**src/hw/rtl/lskr_pkg.sv**
```systemverilog
// Shared constants, codes and controller/datapath interface types for the LIFO stack.
`timescale 1ns / 1ps

package lskr_pkg;

  localparam int DEPTH   = 64;
  localparam int AW      = $clog2(DEPTH);
  localparam int COUNT_W = 7;
  localparam int ID_W    = 32;
  localparam int PAY_W   = 64;
  localparam int CMD_W   = 3;
  localparam int ST_W    = 2;

  localparam logic [CMD_W-1:0] CMD_PUSH   = 3'd0;
  localparam logic [CMD_W-1:0] CMD_POP    = 3'd1;
  localparam logic [CMD_W-1:0] CMD_PEEK   = 3'd2;
  localparam logic [CMD_W-1:0] CMD_REMOVE = 3'd3;
  localparam logic [CMD_W-1:0] CMD_LIST   = 3'd4;

  localparam logic [ST_W-1:0] ST_OK    = 2'd0;
  localparam logic [ST_W-1:0] ST_FULL  = 2'd1;
  localparam logic [ST_W-1:0] ST_EMPTY = 2'd2;
  localparam logic [ST_W-1:0] ST_NOKEY = 2'd3;

  typedef enum logic [1:0] {
    PTR_HOLD,
    PTR_TOP,
    PTR_DEC,
    PTR_INC
  } ptr_op_t;

  typedef enum logic [1:0] {
    FILL_HOLD,
    FILL_INC,
    FILL_DEC
  } fill_op_t;

  typedef enum logic [2:0] {
    SRC_INPUT,
    SRC_ZERO,
    SRC_KEY,
    SRC_RDATA,
    SRC_HIT
  } out_src_t;

  typedef enum logic {
    WR_PUSH,
    WR_SHIFT
  } wr_src_t;

  typedef struct packed {
    logic            load;
    logic            rd_en;
    ptr_op_t         ptr_op;
    logic            wr_en;
    wr_src_t         wr_src;
    fill_op_t        fill_op;
    logic            id_adv;
    logic            hit_load;
    logic            emit;
    out_src_t        src;
    logic [ST_W-1:0] status;
    logic            last;
  } lskr_ctl_t;

  typedef struct packed {
    logic [CMD_W-1:0] op;
    logic             fill_zero;
    logic             full;
    logic             ptr_zero;
    logic             key_match;
    logic             shift_more;
    logic             out_free;
  } lskr_sts_t;

endpackage

```
**src/hw/rtl/lskr_ctrl.sv**
```systemverilog
// Sequencing state machine for the LIFO stack commands.
`timescale 1ns / 1ps

module lskr_ctrl import lskr_pkg::*; (
  input  logic      clk,
  input  logic      rst,
  input  logic      in_valid,
  output logic      in_ready,
  input  lskr_sts_t sts,
  output lskr_ctl_t ctl
);

  typedef enum logic [7:0] {
    S_IDLE        = 8'b0000_0001,
    S_DECODE      = 8'b0000_0010,
    S_TOP         = 8'b0000_0100,
    S_SCAN        = 8'b0000_1000,
    S_SHIFT       = 8'b0001_0000,
    S_REMOVE_DONE = 8'b0010_0000,
    S_NOKEY       = 8'b0100_0000,
    S_LIST        = 8'b1000_0000
  } state_t;

  state_t state, state_next;

  assign in_ready = (state == S_IDLE);

  always_ff @(posedge clk) begin
    if (rst) begin
      state <= S_IDLE;
    end else begin
      state <= state_next;
    end
  end

  always_comb begin
    state_next   = state;
    ctl.load     = 1'b0;
    ctl.rd_en    = 1'b0;
    ctl.ptr_op   = PTR_HOLD;
    ctl.wr_en    = 1'b0;
    ctl.wr_src   = WR_PUSH;
    ctl.fill_op  = FILL_HOLD;
    ctl.id_adv   = 1'b0;
    ctl.hit_load = 1'b0;
    ctl.emit     = 1'b0;
    ctl.src      = SRC_ZERO;
    ctl.status   = ST_OK;
    ctl.last     = 1'b1;
    case (state)
      S_IDLE: begin
        if (in_valid) begin
          ctl.load   = 1'b1;
          state_next = S_DECODE;
        end
      end
      S_DECODE: begin
        case (sts.op)
          CMD_PUSH: begin
            if (sts.out_free) begin
              ctl.emit   = 1'b1;
              ctl.src    = SRC_INPUT;
              ctl.id_adv = 1'b1;
              if (sts.full) begin
                ctl.status = ST_FULL;
              end else begin
                ctl.wr_en   = 1'b1;
                ctl.wr_src  = WR_PUSH;
                ctl.fill_op = FILL_INC;
              end
              state_next = S_IDLE;
            end
          end
          CMD_POP, CMD_PEEK, CMD_REMOVE, CMD_LIST: begin
            if (sts.fill_zero) begin
              if (sts.out_free) begin
                ctl.emit   = 1'b1;
                ctl.src    = SRC_ZERO;
                ctl.status = ST_EMPTY;
                state_next = S_IDLE;
              end
            end else begin
              ctl.ptr_op = PTR_TOP;
              ctl.rd_en  = 1'b1;
              if (sts.op == CMD_REMOVE) begin
                state_next = S_SCAN;
              end else if (sts.op == CMD_LIST) begin
                state_next = S_LIST;
              end else begin
                state_next = S_TOP;
              end
            end
          end
          default: begin
            state_next = S_IDLE;
          end
        endcase
      end
      S_TOP: begin
        if (sts.out_free) begin
          ctl.emit = 1'b1;
          ctl.src  = SRC_RDATA;
          if (sts.op == CMD_POP) begin
            ctl.fill_op = FILL_DEC;
          end
          state_next = S_IDLE;
        end
      end
      S_SCAN: begin
        if (sts.key_match) begin
          ctl.hit_load = 1'b1;
          if (sts.shift_more) begin
            ctl.ptr_op = PTR_INC;
            ctl.rd_en  = 1'b1;
            state_next = S_SHIFT;
          end else begin
            state_next = S_REMOVE_DONE;
          end
        end else if (sts.ptr_zero) begin
          state_next = S_NOKEY;
        end else begin
          ctl.ptr_op = PTR_DEC;
          ctl.rd_en  = 1'b1;
        end
      end
      S_SHIFT: begin
        ctl.wr_en  = 1'b1;
        ctl.wr_src = WR_SHIFT;
        if (sts.shift_more) begin
          ctl.ptr_op = PTR_INC;
          ctl.rd_en  = 1'b1;
        end else begin
          state_next = S_REMOVE_DONE;
        end
      end
      S_REMOVE_DONE: begin
        if (sts.out_free) begin
          ctl.emit    = 1'b1;
          ctl.src     = SRC_HIT;
          ctl.fill_op = FILL_DEC;
          state_next  = S_IDLE;
        end
      end
      S_NOKEY: begin
        if (sts.out_free) begin
          ctl.emit   = 1'b1;
          ctl.src    = SRC_KEY;
          ctl.status = ST_NOKEY;
          state_next = S_IDLE;
        end
      end
      S_LIST: begin
        if (sts.out_free) begin
          ctl.emit = 1'b1;
          ctl.src  = SRC_RDATA;
          ctl.last = sts.ptr_zero;
          if (sts.ptr_zero) begin
            state_next = S_IDLE;
          end else begin
            ctl.ptr_op = PTR_DEC;
            ctl.rd_en  = 1'b1;
          end
        end
      end
      default: begin
        state_next = S_IDLE;
      end
    endcase
  end

  a_emit_needs_room: assert property (@(posedge clk) disable iff (rst)
    ctl.emit |-> sts.out_free)
    else $error("result issued while output register is occupied");

  a_accept_decodes: assert property (@(posedge clk) disable iff (rst)
    in_valid && in_ready |=> state == S_DECODE)
    else $error("accepted transaction not decoded");

  a_shift_has_hit: assert property (@(posedge clk) disable iff (rst)
    state == S_SHIFT |-> $past(ctl.hit_load) || $past(state == S_SHIFT))
    else $error("shift entered without a key match");

endmodule

```
**config.mk**
```make
export PLATFORM = sky130hd
export DESIGN_NAME = lskr_ctrl
export DESIGN_NICKNAME = d
export VERILOG_FILES = /design/src/hw/rtl/lskr_pkg.sv /design/src/hw/rtl/lskr_ctrl.sv
export SDC_FILE = /design/constraint.sdc
export NUM_CORES = 1
export LEC_CHECK = 0
export ABC_AREA = 1
export BUFFER_PORTS_ARGS = -buffer_cell sky130_fd_sc_hd__buf_2
export CAP_MARGIN = 0
export CORE_UTILIZATION = 49
export DETAILED_ROUTE_END_ITERATION = 8
export GPL_TIMING_DRIVEN = 0
export PLACE_DENSITY = 0.75
export SETUP_SLACK_MARGIN = 0.02
export SYNTH_ARGS = -nofsm -noshare
export SYNTH_HDL_FRONTEND = slang
export SYNTH_SLANG_ARGS = --single-unit
```
**constraint.sdc**
```tcl
create_clock -name clk -period 1.4 [get_ports clk]
set_clock_uncertainty 0.05 [all_clocks]
set_input_delay 0.07 -clock clk [delete_from_list [all_inputs] [get_ports clk]]
set_output_delay 0.07 -clock clk [all_outputs]
set_load 0.01 [all_outputs]
```
Word level (Yosys, flattened, before mapping)
Index checks and enable logic that the tools add are counted.

word-level totals
  register bits after elaboration = 8
  word-level logic and storage cells = 68

operators by class
  reductions and logical operators = 5
  multiplexer cells = 45
  eq/ne operators = 17

operators by type and width
  kind                  count
  $mux W8               10
  $pmux W8 S6           1
  $mux W6               5
  $mux W3               6
  $pmux W4 S4           1
  $pmux W8 S2           1
  $mux W4               3
  $pmux W3 S4           1
  $pmux W6 S2           1
  $mux W5               2
  $eq A8 B1 Y1 const B  1
  $eq A8 B2 Y1 const B  1
  $eq A8 B3 Y1 const B  1
  $eq A8 B4 Y1 const B  1
  $eq A8 B5 Y1 const B  1
  $eq A8 B6 Y1 const B  1
  $eq A8 B7 Y1 const B  1
  $eq A8 B8 Y1 const B  1
  $mux W1               8
  $ne A2 B2 Y1 const B  4
  $pmux W2 S2           2
  $eq A3 B2 Y1 const B  2
  $mux W2               3
  $pmux W2 S3           1
  other kinds (8)       8

Depth between registers and ports, before layout
Gate-level depths: netlist of run 1.

  depth after elaboration = 6
  gate-level depth with buffers = 11

Worst setup path before layout of run 1
OpenSTA, ideal clock, no wires.

  path type = flip-flop to output port
  start = register state[1]
  end = output port ctl[12] in the netlist's numbering
  cell stages (with the launch flop) = 7
  data required time = 1.280 ns
  setup slack = 0.148 ns
  buffers on the path = 0
  arrival = 1.132 ns
  cell sequence = dfxtp_1 -> inv_2 -> nor2_1 -> nand4_1 -> inv_2 -> nand3_2 -> o21ai_0

RTL lines
  element                   RTL line         text
  start: declaration        lskr_ctrl.sv:24  state_t state, state_next;
  start signal: assignment  lskr_ctrl.sv:32  state <= state_next;
  end: declaration          lskr_ctrl.sv:10  output lskr_ctl_t ctl

==> load_flow_metrics.sql, run 1 <==
INSERT INTO impl_metrics (metric_group, metric, value, unit) VALUES
('status', 'run_status', 'complete, but fails checks', ''),
('status', 'failed_checks', 'DRC, setup timing', ''),
('synth', 'synthDominantCellAreaShare', '0.1844', ''),
('synth', 'ys_types', '25', ''),
('power', 'pwr-share-comb', '0.453', ''),
('global_routing', 'wire_length_of_the_first_global_routing_pass', '3891', 'µm'),
('sta', 'timing.final.ws_setup', '-206.9', 'ps'),
('job', 'maxCapViolCount', '0', ''),
('placement', 'place_congestion', '0.8607', ''),
('synth', 'netlist_area', '868.3', 'µm²'),
('die', 'chipWidth', '44.10', 'µm'),
('die', 'floorplan_die_area', '1944', 'µm²'),
('critical_path', 'worst-path-buf-inv', '3', ''),
('cells_and_area', 'registers.top_by_ff_count', 'state', ''),
('worst_hold_path', 'holdCritPathClass', 'in2reg', ''),
('sta', 'unrepaired_setup_endpoints_after_global_routing', 'true', ''),
('sta', 'hold_violation_count_in_the_final_report', '0', ''),
('route', 'dr_total_vias', '1151', ''),
('power', 'p_switching', '0.0003046', 'W'),
('critical_path', 'timing.critical_path.to_type', 'primary output', ''),
('critical_path', 'crit_required', '1280', 'ps'),
('clock_tree', 'clk_pin_slew_worst_paths', '50', 'ps'),
('global_routing', 'first_global_vias', '920', ''),
('placement', 'detailedPlacementHpwl', '1847', 'µm'),
('die', 'ioPinCount', '30', ''),
('power', 'internal-power', '0.0004799', 'W'),
('power', 'power.total', '0.0007845', 'W'),
('die', 'dieHeight', '44.10', 'µm'),
('route', 'routed_wirelength', '2887', 'µm'),
('synth', 'post_synth_main_area_contributors', 'sky130_fd_sc_hd__dfxtp_1 18%, sky130_fd_sc_hd__nand2_1 17%, sky130_fd_sc_hd__nor2_1 9.9%, sky130_fd_sc_hd__inv_1 8.6%, sky130_fd_sc_hd__nand3_1 5.8%', ''),
('synth', 'synth.most_common_cell', 'sky130_fd_sc_hd__nand2_1', ''),
('route', 'ant_nets', '0', ''),
('route', 'wl_per_cell', '13.75', 'µm'),
('synth', 'number_of_enable_flip_flop_cells_after_synthesis', '0', ''),
('sta', 'layout_worst_path_cycle_share', '1.148', ''),
('synth', 'synth.cells.most_frequent', '39 x sky130_fd_sc_hd__nand2_1, 23 x sky130_fd_sc_hd__nor2_1, 20 x sky130_fd_sc_hd__inv_1', ''),
('synth', 'yosys_register_bits', '8', ''),
('sta', 'min_period', '1607', 'ps'),
('placement', 'place_inst', '195', ''),
('clock_tree', 'clock_tree_from_tritoncts', 'yes', ''),
('synth', 'mappedNetlistNets', '164', ''),
('clock_tree', 'ctsRootBufferMaster', 'sky130_fd_sc_hd__clkbuf_4', ''),
('critical_path', 'critical-path-slowest-cell', 'sky130_fd_sc_hd__dfxtp_2', ''),
('global_routing', 'number_of_antenna_violations_at_the_first_check_in_global_routing', '0', ''),
('sta', 'timing.fmax', '622.3', 'MHz'),
('synth', 'postSynthCellCount', '152', ''),
('synth', 'mean_area_per_synthesized_cell', '5.713', 'µm²'),
('worst_hold_path', 'worst_hold_launch', 'rst', ''),
('clock_tree', 'clk_path_buf_depth', '2', ''),
('cells_and_area', 'largest_register_ffs', '8', ''),
('sta', 'total_of_endpoints_with_negative_setup_slack_in_the_final_report', '17', ''),
('clock_tree', 'htree_num_levels', '1', ''),
('critical_path', 'cp_top_family', 'simple AND/OR/NAND/NOR gates', ''),
('power', 'power.static_leakage', '0.7520', 'nW'),
('critical_path', 'critPathMaxFanout', '3', ''),
('cells_and_area', 'n_antenna_cell', '0', ''),
('cells_and_area', 'reg_top3', 'state (8)', ''),
('synth', 'synth_async_reset_ratio', '0', ''),
('synth', 'total_of_warnings_raised_by_yosys', '0', ''),
('cells_and_area', 'nNetsFinal', '208', ''),
('sta', 'slew_headroom', '0.7813', ''),
('sta', 'worst_slew_pin_slew', '328.1', 'ps'),
('power', 'clock_network_fraction_of_design_power', '0.216', ''),
('critical_path', 'setup.worst_path.start', 'state[5]$_SDFFE_PP0P_', ''),
('critical_path', 'critPathLaunchType', 'register', ''),
('critical_path', 'r2r-start', 'state[3]$_SDFFE_PP0P_', ''),
('power', 'power.ir.vdd_worst', '0.5787', 'mV'),
('route', 'detail_route.drc_violations', '1', ''),
('clock_tree', 'clock_sinks', '8', ''),
('critical_path', 'worst_ep_arrival_time', '1490', 'ps'),
('global_routing', 'globalRoute.totalOverflow', '0', '');
[metrics by stage]
| step | hold WS (ps) | utilization | instance area [µm²] | setup WS, ps |
|---|---|---|---|---|
| after global placement | 345.0 | 0.6492 | 1023 | 9.742 |
| after floorplan | 137.5 | - | 868.3 | 147.8 |
| after global routing | 118.8 | 0.8349 | 1316 | -266.2 |
| final | 107.9 | 0.8349 | 1316 | -206.9 |
| after detailed placement | 348.4 | 0.6492 | 1023 | -27.85 |
| after CTS | 101.2 | 0.7548 | 1190 | -222.1 |
[area by class of cell]
cell class | instances | area (µm²)
Fill cell | 98 | 260.3
Inverter | 28 | 110.1
Tap cell | 16 | 20.02
Buffer | 2 | 8.758
Multi-Input combinational cell | 114 | 715.7
Timing Repair Buffer | 39 | 264.0
Sequential cell | 8 | 175.2
Clock buffer | 3 | 22.52
[metal layers]
layer | routed length (µm) | part of all wire | vias up | GRT usage
met5 | 0 | 0 | - | 0
met4 | 68 | 0.024 | 0 | 0.07879
met3 | 181 | 0.063 | 10 | 0.01633
met2 | 1379 | 0.48 | 60 | 0.4235
met1 | 1257 | 0.44 | 515 | 0.3797
li1 | - | - | 566 | -
[cells in the final DEF (no fill, tap or decap), drive strengths merged]
cell type  netlist  layout
buf              2      41
inv             28      28
or2              1       1
o21ai            7       7
nand3           15      15
dfxtp            8       8
nor2            28      28
nand3b           3       3
nor3             2       2
o211ai           1       1
o22ai            1       1
nand4            5       5
nand2           46      46
clkbuf           0       3
a21oi            4       4
o21bai           1       1
[path summary, 6_finish.rpt]
kind | endpoint | slack [ps] | depth (start not counted)
worst max register to register | state[0]$_SDFFE_PP1P_ | -60 | 12
worst min register to register | state[2]$_SDFFE_PP0P_ | 490 | 2
worst max-delay path | ctl[15] | -210 | 9
worst min-delay path | state[1]$_SDFFE_PP0P_ | 110 | 2
[cell families (layout without fill, tap and decap cells)]
family,count (synthesis),in the layout,share of synthesized area
and+or+nand+nor,100,100,0.5965
buffers and inverters,30,72,0.1311
AOI/OAI and AO/OA,14,14,0.08790
DFF,8,8,0.1844
[power groups by stage]
stage                     sequential, W  clock (W)  combinational [W]
after floorplan                0.000255          0           0.000190
after global placement         0.000260          0           0.000253
after detailed placement       0.000260          0           0.000256
after CTS                      0.000260   0.000173           0.000329
after global routing           0.000260   0.000179           0.000387
final                          0.000259   0.000170           0.000356
[timing repair]
item / in CTS / in global routing
resized for setup: 24 / 34
cloned: 0 / 0
endpoints found under the setup margin: 17 / 24
buffers inserted: 7 / 5
pin swaps: 7 / 8
Note: power is estimated with default switching activity, not from simulation.
==> inputs of run 2 (changes only) <==
--- a/config.mk
+++ b/config.mk
@@ -8,10 +8,12 @@
 export ABC_AREA = 1
 export BUFFER_PORTS_ARGS = -buffer_cell sky130_fd_sc_hd__buf_2
 export CAP_MARGIN = 0
+export CORE_MARGIN = 10
 export CORE_UTILIZATION = 49
 export DETAILED_ROUTE_END_ITERATION = 8
 export GPL_TIMING_DRIVEN = 0
 export PLACE_DENSITY = 0.75
+export RECOVER_POWER = 100
 export SETUP_SLACK_MARGIN = 0.02
 export SYNTH_ARGS = -nofsm -noshare
 export SYNTH_HDL_FRONTEND = slang
==> run 2 against run 1 <==
The run ends with setup timing left. Count of clock-buffer cells in the layout unchanged. Total power grew 11%. Utilization rose by 3.2 points. Via count rose by 8.9%. Design area increased by 13%. Wire length increased by 33%. Combinational power rose by 24%. Maximum frequency is 4.3% lower. Clock power up 3%. Cell count up 7.6%. Global-route usage shrank 9.7 points. Largest cell class unchanged.
==> load_flow_metrics.sql, run 2 (synthesis gave the netlist of run 1 again) <==
INSERT INTO impl_metrics (metric_group, metric, value, unit) VALUES
('status', 'run_status', 'complete, but fails checks', ''),
('status', 'failed_checks', 'setup timing', ''),
('cells_and_area', 'nNetsFinal', '215', ''),
('sta', 'maxSlewViolCount', '0', ''),
('die', 'floorplan_die_area', '3856', 'µm²'),
('clock_tree', 'htree_num_levels', '1', ''),
('global_routing', 'grt_start_max_net_pins', '11', ''),
('cells_and_area', 'number_of_filler_cells_placed_in_the_layout', '95', ''),
('cells_and_area', 'n_antenna_cell', '0', ''),
('sta', 'fin_tns_setup', '-3402', 'ps'),
('die', 'chipWidth', '62.10', 'µm'),
('sta', 'timing.fmax', '595.3', 'MHz'),
('power', 'power.static_leakage', '0.8057', 'nW'),
('global_routing', 'first_global_vias', '1183', ''),
('cells_and_area', 'largest_register_ffs', '8', ''),
('die', 'ioPinCount', '30', ''),
('sta', 'layout_worst_path_cycle_share', '1.200', ''),
('route', 'detail_route.drc_violations', '0', ''),
('global_routing', 'wire_length_of_the_first_global_routing_pass', '4926', 'µm'),
('clock_tree', 'clk_pin_slew_worst_paths', '50', 'ps'),
('cells_and_area', 'registers.top_by_ff_count', 'state', ''),
('global_routing', 'number_of_antenna_violations_at_the_first_check_in_global_routing', '0', ''),
('route', 'ant_nets', '0', ''),
('sta', 'worst_slew_pin_slew', '352.1', 'ps'),
('cells_and_area', 'layout.cells.most_common_list', '29 x sky130_fd_sc_hd__nand2_1, 22 x sky130_fd_sc_hd__buf_2, 14 x sky130_fd_sc_hd__inv_1, 13 x sky130_fd_sc_hd__nor2_1, 13 x sky130_fd_sc_hd__buf_4', ''),
('die', 'starting_density_of_the_core', '0.5084', ''),
('critical_path', 'critPathMaxFanout', '4', ''),
('sta', 'total_of_endpoints_with_negative_setup_slack_in_the_final_report', '21', ''),
('sta', 'hold_violation_count_in_the_final_report', '0', ''),
('cells_and_area', 'post_route_cells_drive_above_1_share', '0.5871', ''),
('global_routing', 'globalRouteTotalUtil', '0.1664', ''),
('critical_path', 'timing.setup.critical_path_class', 'reg2out', ''),
('sta', 'slew_headroom', '0.7653', ''),
('route', 'routed_wirelength', '3833', 'µm'),
('sta', 'unrepaired_setup_endpoints_after_global_routing', 'true', ''),
('clock_tree', 'clock_sinks', '8', ''),
('critical_path', 'r2r-start', 'state[3]$_SDFFE_PP0P_', ''),
('route', 'first_iter_violations', '73', ''),
('clock_tree', 'clkLatencyLatePin', '250', 'ps'),
('clock_tree', 'clk_path_buf_depth', '2', ''),
('critical_path', 'r2r_end', 'state[0]$_SDFFE_PP1P_', ''),
('critical_path', 'crit_required', '1280', 'ps'),
('die', 'placement_rows', '15', ''),
('sta', 'fin_hold_ws', '91.42', 'ps'),
('cells_and_area', 'area_delta_synth_final', '70.61', '%'),
('die', 'core_area', '1708', 'µm²'),
('power', 'power.ir.vdd_worst', '0.6800', 'mV'),
('critical_path', 'setup.reg_to_reg.worst_slack', '-130', 'ps'),
('worst_hold_path', 'timing.hold.worst_endpoint', 'state[6]$_SDFFE_PP0P_', ''),
('route', 'avgViaCountPerCell', '5.549', ''),
('cells_and_area', 'final_common_cell', 'sky130_fd_sc_hd__nand2_1', ''),
('placement', 'place_congestion', '0.9492', ''),
('placement', 'detailedPlacementHpwl', '2118', 'µm'),
('placement', 'number_of_i_o_port_buffers', '27', ''),
('critical_path', 'timing.critical_path.to_type', 'primary output', ''),
('power', 'power.total', '0.0008705', 'W'),
('die', 'dieHeight', '62.10', 'µm'),
('global_routing', 'globalRoute.totalOverflow', '0', ''),
('sta', 'min_period', '1680', 'ps'),
('clock_tree', 'ctsRootBufferMaster', 'sky130_fd_sc_hd__clkbuf_4', ''),
('critical_path', 'r2r_cells', '12', ''),
('worst_hold_path', 'holdCritPathClass', 'in2reg', ''),
('critical_path', 'critPathLaunchType', 'register', ''),
('clock_tree', 'total_clock_buffers_created_by_cts', '3', ''),
('route', 'wl_per_cell', '16.96', 'µm'),
('power', 'total_power_per_unit_cell_area', '587.6', 'nW/µm²'),
('critical_path', 'worst_ep_arrival_time', '1560', 'ps'),
('job', 'maxCapViolCount', '0', ''),
('worst_hold_path', 'worst_hold_path.num_cells', '4', ''),
('sta', 'timing.final.ws_setup', '-279.8', 'ps'),
('clock_tree', 'clock_tree_from_tritoncts', 'yes', ''),
('worst_hold_path', 'worst_hold_launch', 'sts[2]', ''),
('route', 'dr_total_vias', '1254', ''),
('route', 'drt_pass1_iterations', '4', ''),
('cells_and_area', 'reg_top3', 'state (8)', '');
run 2: changes by cell type in the layout (fill, tap and decap cells not counted), sizes merged:
cell	delta
buf	+7
run 2: layout make-up:
| cell class | count | area [µm²] | area share |
|---|---|---|---|
| buffer | 2 | 8.758 | 0.005912 |
| tap | 25 | 31.28 | 0.02111 |
| multi-input combinational | 114 | 780.7 | 0.5270 |
| clock buffer | 3 | 22.52 | 0.01520 |
| timing repair buffer | 46 | 337.8 | 0.2280 |
| inverter | 28 | 115.1 | 0.07770 |
| sequential | 8 | 185.2 | 0.1250 |
run 2: worst max-delay path: stages (launching register included):
cell and delay, ps:
sky130_fd_sc_hd__dfxtp_4 360, sky130_fd_sc_hd__nor2_1 170, sky130_fd_sc_hd__nand4_1 180, sky130_fd_sc_hd__inv_2 170, sky130_fd_sc_hd__nand3_4 110, sky130_fd_sc_hd__inv_2 90, sky130_fd_sc_hd__nand2_1 50, sky130_fd_sc_hd__nand2_1 40
sky130_fd_sc_hd__buf_2 130
run 2: worst max path at each step:
| stage | from | depth (start not counted) | slack (ps) | endpoint |
|---|---|---|---|---|
| 2_1_floorplan | state[1]$_SDFFE_PP0P_ | 6 | 150 | ctl[12] |
| 3_3_place_gp | state[0]$_SDFFE_PP1P_ | 8 | -0.6 | ctl[6] |
| 3_5_place_dp | state[0]$_SDFFE_PP1P_ | 8 | -20 | ctl[6] |
| 4_1_cts | state[0]$_SDFFE_PP1P_ | 9 | -190 | ctl[15] |
| 5_1_grt | state[2]$_SDFFE_PP0P_ | 8 | -340 | ctl[1] |
| 6_report | state[2]$_SDFFE_PP0P_ | 8 | -280 | ctl[1] |
run 2: power by group:
group          leakage, nW  total (W)  switching (W)  internal (W)
Sequential          0.0700   0.000254      0.0000184      0.000236
Clock               0.0138   0.000175      0.0000769     0.0000980
Combinational        0.722   0.000442       0.000265      0.000177
Total                0.806   0.000871       0.000360      0.000511
run 2: what timing repair did:
item | CTS | global route
hold buffers | 0 | 0
gates resized for setup | 37 | 47
buffers inserted | 12 | 9
setup endpoints to repair | 17 | 24
pin swaps | 8 | 14
run 2: layer usage:
metal  part of all wire  GRT usage
met3              0.086    0.03862
met2               0.49     0.2968
met4              0.049    0.07006
met1               0.38     0.1832
met5                  0          0
run 2: per-stage QoR:
stage / instances / area, µm² / util / worst slack, ps
floorplan: 152 / 868.3 / - / 147.8
global placement: 204 / 1035 / 0.6059 / -0.5737
detailed placement: 204 / 1035 / 0.6059 / -15.02
CTS: 219 / 1254 / 0.7341 / -189.3
global route: 226 / 1481 / 0.8674 / -340.5
finish: 226 / 1481 / 0.8674 / -279.8
==> inputs of run 3 (changes only) <==
--- a/config.mk
+++ b/config.mk
@@ -12,7 +12,7 @@
 export CORE_UTILIZATION = 49
 export DETAILED_ROUTE_END_ITERATION = 8
 export GPL_TIMING_DRIVEN = 0
-export PLACE_DENSITY = 0.75
+export PLACE_DENSITY = 0.83
 export RECOVER_POWER = 100
 export SETUP_SLACK_MARGIN = 0.02
 export SYNTH_ARGS = -nofsm -noshare
==> run 3 against run 2 <==
The run still ends with setup timing left. Utilization decreased by 5.3 points. Sequential cell count unchanged. Sequential share of layout area increased by 0.27 points. Wire length decreased by 7.0%. Design area decreased by 6.1%. Critical path depth increased by 1. Register-to-register slack got worse by 50 ps.
==> load_flow_metrics.sql, run 3 (synthesis gave the netlist of run 1 again) <==
INSERT INTO impl_metrics (metric_group, metric, value, unit) VALUES
('status', 'run_status', 'complete, but fails checks', ''),
('status', 'failed_checks', 'setup timing', ''),
('route', 'dr_total_vias', '1231', ''),
('critical_path', 'worstPathCellList', 'inv_4 -> nor2_4 -> nand4_1 -> inv_2 -> nand3_4 -> inv_2 -> nand2_2 -> nand2_1 -> buf_2', ''),
('sta', 'unrepaired_setup_endpoints_after_global_routing', 'true', ''),
('global_routing', 'wire_length_of_the_first_global_routing_pass', '4933', 'µm'),
('sta', 'timing.fmax', '612.6', 'MHz'),
('die', 'ioPinCount', '30', ''),
('cells_and_area', 'layout.cells.most_common_list', '30 x sky130_fd_sc_hd__nand2_1, 24 x sky130_fd_sc_hd__buf_2, 18 x sky130_fd_sc_hd__buf_4, 15 x sky130_fd_sc_hd__inv_1, 13 x sky130_fd_sc_hd__nor2_1', ''),
('cells_and_area', 'largest_register_ffs', '8', ''),
('critical_path', 'timing.setup.critical_path_class', 'reg2out', ''),
('die', 'chipWidth', '62.10', 'µm'),
('global_routing', 'number_of_antenna_violations_at_the_first_check_in_global_routing', '0', ''),
('route', 'drt_pass1_iterations', '4', ''),
('placement', 'place_inst', '204', ''),
('critical_path', 'cell_mode_on_critical_path', 'sky130_fd_sc_hd__inv_2', ''),
('critical_path', 'critical-path-slowest-cell', 'sky130_fd_sc_hd__dfxtp_2', ''),
('sta', 'maxSlewViolCount', '0', ''),
('worst_hold_path', 'holdCritPathClass', 'in2reg', ''),
('sta', 'hold_violation_count_in_the_final_report', '0', ''),
('placement', 'number_of_i_o_port_buffers', '27', ''),
('worst_hold_path', 'worst_hold_launch', 'sts[2]', ''),
('sta', 'fin_tns_setup', '-3471', 'ps'),
('job', 'maxCapViolCount', '0', ''),
('sta', 'slew_headroom', '0.7570', ''),
('worst_hold_path', 'worst_hold_path.num_cells', '4', ''),
('placement', 'place_congestion', '0.8678', ''),
('cells_and_area', 'registers.top_by_ff_count', 'state', ''),
('route', 'wl_per_cell', '15.78', 'µm'),
('critical_path', 'r2r-start', 'state[3]$_SDFFE_PP0P_', ''),
('global_routing', 'globalRoute.totalOverflow', '0', ''),
('worst_hold_path', 'timing.hold.worst_endpoint', 'state[6]$_SDFFE_PP0P_', ''),
('die', 'core_area', '1708', 'µm²'),
('sta', 'total_of_endpoints_with_negative_setup_slack_in_the_final_report', '21', ''),
('route', 'avgViaCountPerCell', '5.447', ''),
('critical_path', 'r2r_cells', '12', ''),
('critical_path', 'setup.reg_to_reg.worst_slack', '-180', 'ps'),
('cells_and_area', 'final_design_area_no_fill', '1391', 'µm²'),
('route', 'first_iter_violations', '86', ''),
('cells_and_area', 'nNetsFinal', '215', ''),
('cells_and_area', 'multi_input_area', '729.5', 'µm²'),
('power', 'total_power_per_unit_cell_area', '616.4', 'nW/µm²'),
('route', 'detail_route.drc_violations', '0', ''),
('global_routing', 'first_global_vias', '1144', ''),
('die', 'dieHeight', '62.10', 'µm'),
('clock_tree', 'clock_tree_from_tritoncts', 'yes', ''),
('clock_tree', 'clk_pin_slew_worst_paths', '50', 'ps'),
('critical_path', 'worst-path-buf-inv', '4', ''),
('clock_tree', 'clk_path_buf_depth', '2', ''),
('cells_and_area', 'reg_top3', 'state (8)', ''),
('cells_and_area', 'finalNonFillerCells', '226', ''),
('sta', 'worst_slew_pin_slew', '364.5', 'ps'),
('die', 'placement_rows', '15', ''),
('route', 'ant_nets', '0', ''),
('placement', 'postPlaceCellArea', '1035', 'µm²'),
('critical_path', 'critPathMaxFanout', '4', ''),
('critical_path', 'cp_slowest_stage_delay', '350', 'ps'),
('cells_and_area', 'number_of_filler_cells_placed_in_the_layout', '100', ''),
('cells_and_area', 'n_antenna_cell', '0', ''),
('critical_path', 'r2r_end', 'state[0]$_SDFFE_PP1P_', ''),
('route', 'routed_wirelength', '3566', 'µm'),
('clock_tree', 'clock_sinks', '8', ''),
('clock_tree', 'htree_num_levels', '1', ''),
('clock_tree', 'total_clock_buffers_created_by_cts', '3', ''),
('cells_and_area', 'ff_latch_area', '177.7', 'µm²'),
('critical_path', 'critPathLaunchType', 'register', ''),
('placement', 'detailedPlacementHpwl', '2116', 'µm'),
('power', 'power.static_leakage', '0.8027', 'nW'),
('cells_and_area', 'area_delta_synth_final', '60.23', '%'),
('power', 'power.ir.vdd_worst', '0.6667', 'mV'),
('sta', 'layout_worst_path_cycle_share', '1.166', ''),
('critical_path', 'cp_top_family', 'buffers and inverters', ''),
('die', 'floorplan_die_area', '3856', 'µm²'),
('clock_tree', 'clkLatencyLatePin', '260', 'ps'),
('sta', 'timing.final.ws_setup', '-232.5', 'ps'),
('critical_path', 'worst_ep_arrival_time', '1510', 'ps'),
('cells_and_area', 'final_common_cell', 'sky130_fd_sc_hd__nand2_1', ''),
('critical_path', 'crit_required', '1280', 'ps'),
('cells_and_area', 'post_route_cells_drive_above_1_share', '0.5622', ''),
('clock_tree', 'holdBufCountCts', '0', ''),
('global_routing', 'grt_start_max_net_pins', '11', ''),
('sta', 'min_period', '1632', 'ps'),
('global_routing', 'globalRouteTotalUtil', '0.1681', ''),
('critical_path', 'timing.critical_path.to_type', 'primary output', ''),
('die', 'starting_density_of_the_core', '0.5084', ''),
('clock_tree', 'ctsRootBufferMaster', 'sky130_fd_sc_hd__clkbuf_4', '');
## run 3: changes by cell type in the layout (fill, tap and decap cells not counted), moves of 2 or more
cell and change:
sky130_fd_sc_hd__o21ai_2 -2, sky130_fd_sc_hd__buf_2 +2, sky130_fd_sc_hd__dfxtp_4 -3, sky130_fd_sc_hd__o21ai_0 +2, sky130_fd_sc_hd__buf_6 -7, sky130_fd_sc_hd__dfxtp_2 +3
sky130_fd_sc_hd__nand3_4 -2, sky130_fd_sc_hd__buf_4 +5
## run 3: area by class of cell
cell class	instances	share of cell area
tap	25	0.02248
multi-input combinational	114	0.5243
inverter	28	0.08273
buffer	2	0.006295
clock buffer	3	0.01619
sequential	8	0.1277
timing repair buffer	46	0.2203
## run 3: per-stage QoR
stage / hold slack [ps] / setup slack, ps / utilization / power [W]
6_report: 107.1 / -232.5 / 0.8147 / 0.0008576
5_1_grt: 103.4 / -305.0 / 0.8147 / 0.0009020
4_1_cts: 99.23 / -208.1 / 0.7260 / 0.0007929
3_5_place_dp: 355.5 / -29.99 / 0.6059 / 0.0005207
3_3_place_gp: 344.8 / 0.1015 / 0.6059 / 0.0005138
2_1_floorplan: 137.5 / 147.8 / - / 0.0004456
## run 3: power breakdown
| part | total [W] | internal [W] | switching, W |
|---|---|---|---|
| Clock | 0.000177 | 0.0000981 | 0.0000789 |
| Combinational | 0.000415 | 0.000165 | 0.000250 |
| Sequential | 0.000266 | 0.000241 | 0.0000241 |
| Total | 0.000858 | 0.000505 | 0.000353 |
## run 3: how the worst max path moves through the flow
stage | endpoint | slack, ps | cells after the start | start
2_1_floorplan | ctl[12] | 150 | 6 | state[1]$_SDFFE_PP0P_
3_3_place_gp | ctl[6] | 0.1 | 8 | state[0]$_SDFFE_PP1P_
3_5_place_dp | ctl[6] | -30 | 8 | state[0]$_SDFFE_PP1P_
4_1_cts | ctl[15] | -210 | 9 | state[0]$_SDFFE_PP1P_
5_1_grt | ctl[15] | -300 | 9 | state[5]$_SDFFE_PP0P_
6_report | ctl[1] | -230 | 9 | state[1]$_SDFFE_PP0P_
## run 3: what timing repair did
action | CTS | global route
resized for setup | 32 | 30
pin swaps | 9 | 12
setup buffers | 11 | 8
endpoints found under the setup margin | 17 | 26
## run 3: worst min-delay path, delay by kind of cell
family,cells,cell delay (ps)
and+or+nand+nor,2,110
buffers and inverters,1,110
AOI/OAI and AO/OA,1,90
## run 3: per-layer routing
layer	global-route usage	share of wire
met4	0.06051	0.044
met2	0.3173	0.52
met5	0	0
met1	0.1857	0.36
met3	0.02033	0.072
